$ cat config.mk
export PLATFORM = sky130hd
export DESIGN_NAME = signed_integer_to_radix_text_core
export DESIGN_NICKNAME = d
export VERILOG_FILES = /design/src/rtl/sirt_pkg.sv /design/src/rtl/sirt_cfg.sv /design/src/rtl/sirt_div.sv /design/src/rtl/signed_integer_to_radix_text_core.sv
export SDC_FILE = /design/constraint.sdc
export NUM_CORES = 2
export LEC_CHECK = 0
export ABC_AREA = 1
export BUFFER_PORTS_ARGS = -buffer_cell sky130_fd_sc_hd__clkbuf_2
export CAP_MARGIN = 40
export CORE_ASPECT_RATIO = 1.4
export CORE_MARGIN = 2
export CORE_UTILIZATION = 40
export DETAILED_ROUTE_END_ITERATION = 8
export PLACE_DENSITY = 0.63
export SETUP_SLACK_MARGIN = 0.05
export SYNTH_ARGS = -nofsm -noshare
export SYNTH_HDL_FRONTEND = slang
export SYNTH_SLANG_ARGS = --single-unit
$ cat constraint.sdc
create_clock -name clk -period 27 [get_ports clk]
set_input_delay 1.35 -clock clk [delete_from_list [all_inputs] [get_ports clk]]
set_output_delay 1.35 -clock clk [all_outputs]
set_load 0.02 [all_outputs]
$ cat src/rtl/sirt_pkg.sv
package sirt_pkg;

	localparam int ADDR_W    = 5;
	localparam int DATA_W    = 64;
	localparam int SYM_W     = 8;
	localparam int SYM_COUNT = 16;
	localparam int LEN_W     = 5;
	localparam int DIGIT_W   = 4;
	localparam int STEP_BITS = 8;

	localparam logic [SYM_W-1:0] CHAR_PLUS  = 8'h2B;
	localparam logic [SYM_W-1:0] CHAR_MINUS = 8'h2D;

	typedef enum logic [1:0] {
		REG_SYMBOLS_LOW,
		REG_SYMBOLS_HIGH,
		REG_ALPHABET_LENGTH
	} reg_t;

	typedef struct packed {
		logic [SYM_COUNT*SYM_W-1:0] symbols;
		logic [LEN_W-1:0]           length;
		logic                       ok;
	} cfg_t;

endpackage

$ cat src/rtl/sirt_cfg.sv
module sirt_cfg #(
	parameter int MAX_RADIX = 16
) (
	input  logic                             clk,
	input  logic                             arst_n,
	input  logic                             psel,
	input  logic                             penable,
	input  logic                             pwrite,
	input  logic [sirt_pkg::ADDR_W-1:0]      paddr,
	input  logic [sirt_pkg::DATA_W-1:0]      pwdata,
	output logic [sirt_pkg::DATA_W-1:0]      prdata,
	output logic                             pready,
	output sirt_pkg::cfg_t                   cfg
);

	logic [sirt_pkg::DATA_W-1:0] sym_lo_q;
	logic [sirt_pkg::DATA_W-1:0] sym_hi_q;
	logic [sirt_pkg::LEN_W-1:0]  len_q;
	sirt_pkg::reg_t              reg_sel;
	logic                        wr_en;
	logic [sirt_pkg::SYM_COUNT*sirt_pkg::SYM_W-1:0] syms;
	logic                        bad;

	assign pready  = 1'b1;
	assign reg_sel = sirt_pkg::reg_t'(paddr[sirt_pkg::ADDR_W-1:3]);
	assign wr_en   = psel && penable && pwrite;
	assign syms    = {sym_hi_q, sym_lo_q};

	always_ff @(posedge clk or negedge arst_n) begin
		if (!arst_n) begin
			sym_lo_q <= '0;
			sym_hi_q <= '0;
			len_q    <= '0;
		end else if (wr_en) begin
			unique case (reg_sel)
				sirt_pkg::REG_SYMBOLS_LOW:     sym_lo_q <= pwdata;
				sirt_pkg::REG_SYMBOLS_HIGH:    sym_hi_q <= pwdata;
				sirt_pkg::REG_ALPHABET_LENGTH: len_q    <= pwdata[sirt_pkg::LEN_W-1:0];
				default: ;
			endcase
		end
	end

	always_comb begin
		unique case (reg_sel)
			sirt_pkg::REG_SYMBOLS_LOW:     prdata = sym_lo_q;
			sirt_pkg::REG_SYMBOLS_HIGH:    prdata = sym_hi_q;
			sirt_pkg::REG_ALPHABET_LENGTH: prdata = sirt_pkg::DATA_W'(len_q);
			default:                       prdata = '0;
		endcase
	end

	// checks the alphabet length range, bars '+' and '-' and compares the symbols in use pairwise
	always_comb begin
		bad = (len_q < sirt_pkg::LEN_W'(2)) || (len_q > sirt_pkg::LEN_W'(MAX_RADIX));
		for (int i = 0; i < sirt_pkg::SYM_COUNT; i++) begin
			if (sirt_pkg::LEN_W'(i) < len_q) begin
				if (syms[i*sirt_pkg::SYM_W +: sirt_pkg::SYM_W] == sirt_pkg::CHAR_PLUS ||
				    syms[i*sirt_pkg::SYM_W +: sirt_pkg::SYM_W] == sirt_pkg::CHAR_MINUS) begin
					bad = 1'b1;
				end
				for (int j = i + 1; j < sirt_pkg::SYM_COUNT; j++) begin
					if (sirt_pkg::LEN_W'(j) < len_q &&
					    syms[i*sirt_pkg::SYM_W +: sirt_pkg::SYM_W] ==
					    syms[j*sirt_pkg::SYM_W +: sirt_pkg::SYM_W]) begin
						bad = 1'b1;
					end
				end
			end
		end
	end

	assign cfg.symbols = syms;
	assign cfg.length  = len_q;
	assign cfg.ok      = !bad;

endmodule

$ cat src/rtl/sirt_div.sv
module sirt_div #(
	parameter int WIDTH = 32
) (
	input  logic                          clk,
	input  logic                          arst_n,
	input  logic                          start,
	input  logic [WIDTH-1:0]              dividend,
	input  logic [sirt_pkg::LEN_W-1:0]    divisor,
	output logic                          done,
	output logic [WIDTH-1:0]              quotient,
	output logic [sirt_pkg::DIGIT_W-1:0]  remainder
);

	localparam int STEP   = sirt_pkg::STEP_BITS;
	localparam int CHUNKS = (WIDTH + STEP - 1) / STEP;
	localparam int PAD    = CHUNKS * STEP;
	localparam int CNT_W  = $clog2(CHUNKS + 1);

	logic [PAD-1:0]                 quo_q;
	logic [PAD-1:0]                 quo_nxt;
	logic [sirt_pkg::LEN_W-1:0]     rem_q;
	logic [sirt_pkg::LEN_W:0]       rem_nxt;
	logic [CNT_W-1:0]               cnt_q;
	logic                           done_q;

	// restoring long division, one byte of quotient bits per cycle
	always_comb begin
		rem_nxt = {1'b0, rem_q};
		quo_nxt = quo_q;
		for (int i = 0; i < STEP; i++) begin
			rem_nxt = {rem_nxt[sirt_pkg::LEN_W-1:0], quo_nxt[PAD-1]};
			quo_nxt = {quo_nxt[PAD-2:0], 1'b0};
			if (rem_nxt >= {1'b0, divisor}) begin
				rem_nxt    = rem_nxt - {1'b0, divisor};
				quo_nxt[0] = 1'b1;
			end
		end
	end

	always_ff @(posedge clk or negedge arst_n) begin
		if (!arst_n) begin
			quo_q  <= '0;
			rem_q  <= '0;
			cnt_q  <= '0;
			done_q <= 1'b0;
		end else if (start) begin
			quo_q  <= PAD'(dividend);
			rem_q  <= '0;
			cnt_q  <= CNT_W'(CHUNKS);
			done_q <= 1'b0;
		end else if (cnt_q != '0) begin
			quo_q  <= quo_nxt;
			rem_q  <= rem_nxt[sirt_pkg::LEN_W-1:0];
			cnt_q  <= cnt_q - CNT_W'(1);
			done_q <= (cnt_q == CNT_W'(1));
		end else begin
			done_q <= 1'b0;
		end
	end

	assign done      = done_q;
	assign quotient  = quo_q[WIDTH-1:0];
	assign remainder = rem_q[sirt_pkg::DIGIT_W-1:0];

endmodule

$ cat src/rtl/signed_integer_to_radix_text_core.sv
// Converts a signed two's-complement value into text in the radix set by the
// configured alphabet (radix = alphabet_length, symbols in symbols_low/high).
// A negative value gives a leading '-', then the digits of the magnitude come
// most significant first, one character per output beat, last high on the
// final one; zero gives symbol 0, and an invalid alphabet gives no beats.
// While a value is converted the input is stalled. After the accept beat the
// check state tests the alphabet, then each digit runs through the shared
// divider, which retires eight quotient bits a cycle; each digit character
// then needs a digit buffer read and then the beat, a leading minus sign
// needs only the beat, and an output stall holds the beat. An invalid
// alphabet returns to idle after the check state.
module signed_integer_to_radix_text_core #(
	parameter int MAX_RADIX  = 16,
	parameter int VALUE_BITS = 32
) (
	input  logic                              clk,
	input  logic                              arst_n,
	input  logic                              psel,
	input  logic                              penable,
	input  logic                              pwrite,
	input  logic [sirt_pkg::ADDR_W-1:0]       paddr,
	input  logic [sirt_pkg::DATA_W-1:0]       pwdata,
	output logic [sirt_pkg::DATA_W-1:0]       prdata,
	output logic                              pready,
	input  logic                              in_valid,
	output logic                              in_stall,
	input  logic signed [VALUE_BITS-1:0]      value,
	output logic                              out_valid,
	input  logic                              out_stall,
	output logic [sirt_pkg::SYM_W-1:0]        character,
	output logic                              last
);

	localparam int IDX_W = $clog2(VALUE_BITS);

	typedef enum logic [2:0] {
		ST_IDLE,
		ST_CHECK,
		ST_DIVIDE,
		ST_FETCH,
		ST_SHOW
	} state_t;

	state_t                        state_q;
	logic                          neg_q;
	logic                          sign_q;
	logic [VALUE_BITS-1:0]         mag_q;
	logic [IDX_W-1:0]              cnt_q;
	logic [IDX_W-1:0]              ptr_q;
	logic [sirt_pkg::SYM_W-1:0]    digit_mem [VALUE_BITS];
	logic [sirt_pkg::SYM_W-1:0]    rdata_q;

	sirt_pkg::cfg_t                cfg;
	logic                          div_start;
	logic                          div_done;
	logic [VALUE_BITS-1:0]         div_operand;
	logic [VALUE_BITS-1:0]         div_quot;
	logic [sirt_pkg::DIGIT_W-1:0]  div_rem;
	logic                          more;
	logic                          mem_we;
	logic [sirt_pkg::SYM_W-1:0]    digit_sym;
	logic [VALUE_BITS-1:0]         value_u;

	sirt_cfg #(
		.MAX_RADIX (MAX_RADIX)
	) u_cfg (
		.clk     (clk),
		.arst_n  (arst_n),
		.psel    (psel),
		.penable (penable),
		.pwrite  (pwrite),
		.paddr   (paddr),
		.pwdata  (pwdata),
		.prdata  (prdata),
		.pready  (pready),
		.cfg     (cfg)
	);

	sirt_div #(
		.WIDTH (VALUE_BITS)
	) u_div (
		.clk       (clk),
		.arst_n    (arst_n),
		.start     (div_start),
		.dividend  (div_operand),
		.divisor   (cfg.length),
		.done      (div_done),
		.quotient  (div_quot),
		.remainder (div_rem)
	);

	assign value_u     = unsigned'(value);
	assign more        = (div_quot != '0) && (cnt_q != IDX_W'(VALUE_BITS - 1));
	assign div_start   = (state_q == ST_CHECK && cfg.ok) ||
	                     (state_q == ST_DIVIDE && div_done && more);
	assign div_operand = (state_q == ST_CHECK) ? mag_q : div_quot;
	assign mem_we      = (state_q == ST_DIVIDE) && div_done;
	assign digit_sym   = cfg.symbols[{div_rem, 3'b000} +: sirt_pkg::SYM_W];

	// digit buffer, least significant digit at index 0
	always_ff @(posedge clk) begin
		if (mem_we) begin
			digit_mem[cnt_q] <= digit_sym;
		end
		rdata_q <= digit_mem[ptr_q];
	end

	always_ff @(posedge clk or negedge arst_n) begin
		if (!arst_n) begin
			state_q <= ST_IDLE;
			neg_q   <= 1'b0;
			sign_q  <= 1'b0;
			mag_q   <= '0;
			cnt_q   <= '0;
			ptr_q   <= '0;
		end else begin
			unique case (state_q)
				ST_IDLE: begin
					if (in_valid) begin
						neg_q   <= value_u[VALUE_BITS-1];
						mag_q   <= value_u[VALUE_BITS-1] ? ('0 - value_u) : value_u;
						cnt_q   <= '0;
						state_q <= ST_CHECK;
					end
				end
				ST_CHECK: begin
					state_q <= cfg.ok ? ST_DIVIDE : ST_IDLE;
				end
				ST_DIVIDE: begin
					if (div_done) begin
						ptr_q <= cnt_q;
						if (more) begin
							cnt_q <= cnt_q + IDX_W'(1);
						end else begin
							sign_q  <= neg_q;
							state_q <= neg_q ? ST_SHOW : ST_FETCH;
						end
					end
				end
				ST_FETCH: begin
					state_q <= ST_SHOW;
				end
				ST_SHOW: begin
					if (!out_stall) begin
						if (sign_q) begin
							sign_q  <= 1'b0;
							state_q <= ST_FETCH;
						end else if (ptr_q == '0) begin
							state_q <= ST_IDLE;
						end else begin
							ptr_q   <= ptr_q - IDX_W'(1);
							state_q <= ST_FETCH;
						end
					end
				end
				default: state_q <= ST_IDLE;
			endcase
		end
	end

	assign in_stall  = (state_q != ST_IDLE);
	assign out_valid = (state_q == ST_SHOW);
	assign character = sign_q ? sirt_pkg::CHAR_MINUS : rdata_q;
	assign last      = !sign_q && (ptr_q == '0);

endmodule

Yosys cells after proc, flatten, opt, wreduce, memory -nomap -nowiden
Memories as Yosys holds them, arrays and structs flattened. A register that Yosys moved wholly into a read port is not among the register bits.
Cells that the tools add are included.
{ "word_totals": {"reg_bits": 221, "latch_bits": 0, "ram_bits": 256, "romBits": 0, "inputBits": 108, "memories": 1} }
{ "classes": {"add_sub_neg": 12, "multipliers": 0, "n_div": 0, "n_lt_le_gt_ge": 26, "eq_ne": 168, "n_shift": 1, "mux": 204, "n_bitwise": 0, "reduce_logical": 165} }
{ "mem_list": {"columns": ["name", "depth", "word_bits", "read_ports", "rd_ports_with_merged_regs", "write_ports", "line_no", "text"], "rows": [
  ["digit_mem", 32, 8, 1, 1, 1, "signed_integer_to_radix_text_core.sv:50", "logic [sirt_pkg::SYM_W-1:0] digit_mem [VALUE_BITS];"]
]} }
{ "ops": {"columns": ["operator", "count"], "rows": [
  ["$eq 8x8->1", 120],
  ["$eq 8x6->1 const B", 32],
  ["$pmux 64 s3", 1],
  ["$mux 1", 167],
  ["$mux 32", 4],
  ["$shiftx 128x8->8", 1],
  ["$logic_and 1x1->1", 127],
  ["$mux 5", 17],
  ["$ge 6x5->1", 8],
  ["$lt 4x5->1 const A", 8],
  ["$sub 5x5->5", 8],
  ["$reduce_bool 32->1", 1],
  ["$sub 1x32->32 const A", 1],
  ["$mux 3", 7],
  ["$lt 3x5->1 const A", 4],
  ["$pmux 5 s2", 2],
  ["$logic_or 1x1->1", 18],
  ["$pmux 3 s5", 1],
  ["$ne 2x2->1 const B", 6],
  ["$reduce_and 4->1", 3],
  ["$lt 1x5->1 const A", 2],
  ["$lt 2x5->1 const A", 2],
  ["$reduce_and 2->1", 5],
  ["$mux 8", 1],
  ["other kinds (21)", 30]
]} }

Logic depth before layout (Yosys ltp)
{ "depth": {"ltp_word": 159, "ltp_mapped": 82, "ltp_nobuf": 82} }

Hierarchy
A second synthesis with hierarchy kept.
{ "unflattened": {"hier_cells": 5719, "hier_area_um2": 39502.9} }
{ "modules_own_cells": {"columns": ["mod", "instances", "cells_per_inst", "area_each_um2", "seq_area_each_um2"], "rows": [
  ["sirt_cfg", 1, 3621, 20221.9, 3328.2],
  ["signed_integer_to_radix_text_core", 1, 1571, 15318.4, 9023.7],
  ["sirt_div", 1, 527, 3962.6, 1026.0]
]} }

Least setup slack after synthesis
No wires, ideal clock.
{ "synth_timing": {"kind": "flip-flop to flip-flop", "start": "register u_cfg.len_q[1] (netlist bit)", "end": "register u_div.rem_q[3] (netlist bit)", "setup_time_ns": 0.117, "arrival_time_ns": 10.522, "required_ns": 26.883, "slack_ns": 16.361, "path_stages_with_launch": 69, "path_buffers": 0, "period_less_slack_ns": 10.639, "cell_sequence": "dfrtp_1 inv_1 fa_1 nand3_2 nand3_2 nand2_2 nand2_4 inv_2 o21ai_0 fa_1 inv_1 nor2_1 nor2_1 nor2_1 nor2_1 nand2_1 nor2_4 o21ai_0 [33 not listed] o21ai_0 nand2_1 nand2_1 inv_1 nand3_4 nand2_1 nand2_1 inv_1 ha_1 nand2_1 o21ai_0 nand2_1 nand2_1 inv_1 nand3_4 nand2_1 nand3_1 nand2_1"} }
{ "synth_between": {"elab_chain_cells": 158, "elab_cells_between_ends": 321, "classes_between": "add/sub (8); order compare (26); mux (162); reduce/logical (125)"} }
{ "synth_lines": {"columns": ["item", "line_no", "text"], "rows": [
  ["from (decl)", "sirt_cfg.sv:18", "logic [sirt_pkg::LEN_W-1:0] len_q;"],
  ["from (signal assigned)", "sirt_cfg.sv:38", "sirt_pkg::REG_ALPHABET_LENGTH: len_q <= pwdata[sirt_pkg::LEN_W-1:0];"],
  ["$lt 5x2->1 or $gt 5x5->1 (tied branches)", "sirt_cfg.sv:55", "bad = (len_q < sirt_pkg::LEN_W'(2)) || (len_q > sirt_pkg::LEN_W'(MAX_RADIX));"],
  ["$logic_or 1x1->1", "sirt_cfg.sv:55", null],
  ["$mux 1", "sirt_cfg.sv:58", "if (syms[i*sirt_pkg::SYM_W +: sirt_pkg::SYM_W] == sirt_pkg::CHAR_PLUS ||"],
  ["$mux 1 (15 in a row)", "sirt_cfg.sv:63", "if (sirt_pkg::LEN_W'(j) < len_q &&"],
  ["$mux 1", "sirt_cfg.sv:57", "if (sirt_pkg::LEN_W'(i) < len_q) begin"],
  ["$mux 1", "sirt_cfg.sv:58", null],
  ["$mux 1 (14 in a row)", "sirt_cfg.sv:63", null],
  ["$mux 1", "sirt_cfg.sv:57", null],
  ["[115 not listed]", null, null],
  ["$mux 1", "sirt_cfg.sv:63", null],
  ["$mux 1", "sirt_cfg.sv:57", null],
  ["$mux 1", "sirt_cfg.sv:58", null],
  ["$mux 1", "sirt_cfg.sv:57", null],
  ["$logic_not 1->1", "sirt_cfg.sv:75", "assign cfg.ok = !bad;"],
  ["$logic_and 1x1->1", "signed_integer_to_radix_text_core.sv:94", "assign div_start = (state_q == ST_CHECK && cfg.ok) ||"],
  ["$logic_or 1x1->1", "signed_integer_to_radix_text_core.sv:94", null],
  ["$mux 5 or $reduce_bool 2->1 (tied branches)", null, null],
  ["to (signal assigned)", "sirt_div.sv:53", "rem_q <= rem_nxt[sirt_pkg::LEN_W-1:0];"],
  ["to (decl)", "sirt_div.sv:21", "logic [sirt_pkg::LEN_W-1:0] rem_q;"]
]} }
Several ways; a longest one is shown, not always the timed one. The select of a mux whose other input is x is not followed.
A chain may end at the register's enable or synchronous reset.

Worst setup path in the final report
{ "layout_timing": {"start": "register u_cfg.len_q[1] (netlist bit)", "end": "register u_div.rem_q[4] (netlist bit)"} }
Same word-level chain as after synthesis.

==> summary.md <==
| Metric | Value |
|---|---|
| DIE AREA | 94760 sq um |
| RSZ-0062 raised after global routing | false |
| Core area | 91300 sq um |
| Clock buffer count from CTS | 49 |
| Most frequent cells in the layout | nand2_1 (871), o21ai_0 (475), xor2_1 (473) |
| Die width | 260.7 um |
| Vias in the first global route | 35794 |
| Worst path required time | 27.52 ns |
| Dominant synthesized flop cell | edfxtp_1 |
| Sequential cell area fraction in the yosys report | 36.24% |
| Worst path slowest cell | fa_1 |
| Startpoint Class | flip-flop |
| Clock sink count | 485 |
| I/O Buffers | 179 |
| EDFF count, synth | 256 |
| Dpl ws | 14.50 ns |
| Die Y-Extent | 363.4 um |
| Count of final max-slew check failures | 0 |
| First-pass GRT wire length | 263.2 mm |
| Endpoints failing hold | 0 |
| RD Place Congestion | 1.077 |
| Post-CTS sizing | 0 |
| Share of cells above drive strength 1 | 11.13% |
| Deepest clock path buffer count | 3 |
| Worst-path fanout max | 13 |
| # rows | 131 |
| Critical path class | flip-flop to flip-flop |
| Worst r2r src | u_cfg.len_q[1]$_DFFE_PN0P_ |
| Slowest stage delay, CP | 0.59 ns |
| Initial DRC count | 5297 |
| FFs w/ async S/R, synth | 45.57% |
| Mapped Cells | 4748 |
| Initial antenna violation count | 7 |
| Clk_skew | 0.03636 ns |
| R2R Setup Slk | 14.53 ns |
| WP buf/inv | 11 |
| CTS clk-pin slew, worst paths | 0.07 ns |
| Final wirelength | 188.5 mm |
| Global-route total usage across every layer | 38.97% |
| Largest net degree at the start of global routing | 133 |
| Top Layer Used | met5 |
| Register bit total from synthesis | 485 |
| Routed wl met3 | 22.28 mm |
| Detailed-route DRC error count | 0 |
| HP Start | mag_q[21]$_DFFE_PN0P_ |
| Worst slew pin tran | 1.031 ns |
| Min-Delay Path Class | flip-flop to flip-flop |
| PnR worst setup slack | 14.53 ns |
| Setup tns final | 0 ns |
| Worst r2r path cells | 70 |
| Area Overhead vs Synth | 10.30% |
| Worst reg2reg endpoint | u_div.rem_q[4]$_DFFE_PN0P_ |
| H-tree depth | 2 |
| Core Util, Final | 44.60% |
| DR vias | 38054 |
| Most used cell, CP | nand2_1 |
| Syn nets | 4914 |
| CTS Hold Bufs | 0 |
| DR WL met2 | 79.69 mm |
| Worst rel slew slack | 31.20% |
| Worst-skew pair later-pin latency | 0.64 ns |
| Worst Hold End | mag_q[21]$_DFFE_PN0P_ |
| Netlist cell types | 58 |
| Post-CTS Setup Bufs | 0 |
| Fmax | 80.16 MHz |
| Grt ovf | 0 |
| Post-DRT Antenna Nets | 0 |
| Worst hold stages | 2 |
| Metal-1 WL | 68.29 mm |
| CTS tree | done |
| Max-cap violations | 0 |
| Starting Density | 40.43% |
| Status | finished clean |
| # IOs | 184 |
| Synth warnings | 0 |
| # setup viols final | 0 |
| Period Utilization, post-route | 46.20% |
| Crit path max-delay family | simple AND/OR/NAND/NOR gates |
| Min cycle time layout | 12.48 ns |
| Pre-antenna DRT Iters | 9 |
| Mapped Avg Cell Area | 7.774 sq um |
| Mapped Area | 36910 sq um |
| Root Driver | clkbuf_16 |
| Nets | 4915 |
| CP endpoint kind | flip-flop |
| Avg WL per Cell | 31.47 um |
| Worst EP arrival | 12.99 ns |
| Vias/cell | 6.355 |
| Most common cell after layout, fill and taps aside | nand2_1 |
| DP HPWL | 121.3 mm |
## synthesized netlist by cell type (83+ instances only)
master / n / area, sq um
nor3_1: 83 / 415.4
inv_1: 315 / 1182
clkbuf_1: 153 / 574.3
nor2_1: 360 / 1351
nand4_1: 142 / 888.4
a21oi_1: 164 / 820.8
edfxtp_1: 256 / 7687
o22ai_1: 166 / 1039
xor2_1: 473 / 4143
nand3_1: 130 / 650.6
nand2_1: 874 / 3281
dfrtp_1: 221 / 5530
o21ai_0: 476 / 2382
buf_2: 244 / 1221
nor4_1: 111 / 694.4
xnor2_1: 166 / 1454
## final cells by class
type                       instances  area, sq um
sequential                       485        13390
clock inverter                    31        346.6
antenna                            3        7.507
tap                             1197         1498
timing repair buffer             372         2507
clock buffer                      59         1335
multi-input combinational       3488        20310
inverter                         353         1326
fill                            9186        50580
## sequential cells by signal (all words and copies together), names as in the netlist
register	flops
cnt_q	5
digit_mem	256
mag_q	32
neg_q	1
ptr_q	5
rdata_q	8
sign_q	1
state_q	3
u_cfg.len_q	5
u_cfg.sym_hi_q	64
u_cfg.sym_lo_q	64
u_div.cnt_q	3
u_div.done	1
u_div.quotient	32
u_div.rem_q	5
## per-layer routing
| metal | vias up | GRT usage (%) |
|---|---|---|
| li1 | 16196 | - |
| met1 | 17988 | 46.55 |
| met2 | 2840 | 57.94 |
| met3 | 1022 | 12.21 |
| met4 | 8 | 30.36 |
| met5 | - | 0 |
## worst max-delay path by stage
stage | from | to | slack [ns] | cells past startpoint
after global placement | u_cfg.len_q[1]$_DFFE_PN0P_ | u_div.rem_q[4]$_DFFE_PN0P_ | 14.60 | 71
after CTS | u_cfg.len_q[1]$_DFFE_PN0P_ | u_div.rem_q[4]$_DFFE_PN0P_ | 14.47 | 70
after floorplan | u_cfg.len_q[1]$_DFFE_PN0P_ | u_div.rem_q[3]$_DFFE_PN0P_ | 16.36 | 68
after detailed placement | u_cfg.len_q[1]$_DFFE_PN0P_ | u_div.rem_q[4]$_DFFE_PN0P_ | 14.50 | 70
final | u_cfg.len_q[1]$_DFFE_PN0P_ | u_div.rem_q[4]$_DFFE_PN0P_ | 14.53 | 70
after global routing | u_cfg.len_q[1]$_DFFE_PN0P_ | u_div.rem_q[3]$_DFFE_PN0P_ | 13.32 | 70
## kinds of logic (layout without fill, tap and decap cells)
| group | count (synthesis) | after routing | synth area share, % |
|---|---|---|---|
| other cells | 1 | 4 | 0.01016 |
| buf+inv | 775 | 815 | 8.790 |
| compound gates | 1031 | 1031 | 16.47 |
| simple gates | 1759 | 1759 | 21.19 |
| flops | 485 | 485 | 36.24 |
| fa+ha+maj | 58 | 58 | 2.129 |
| xor+xnor | 639 | 639 | 15.16 |
## tightest hold or removal path, cell delays in order, from the launching register on
cell and delay (ns):
dfrtp_1 0.34, nand2_1 0.05, o21ai_0 0.06
## metrics by stage
step | area (sq um) | hold slack, ns | cells
after floorplan | 36910 | 0.4488 | 4748
after global placement | 38700 | 0.4678 | 5871
after detailed placement | 38990 | 0.4720 | 5892
after CTS | 40670 | 0.4873 | 5982
after global routing | 40710 | 0.5046 | 5985
final | 40710 | 0.4830 | 5988
Power is not shown: default switching activity piles up to over one toggle a cycle in this logic, so the estimate is an artifact.
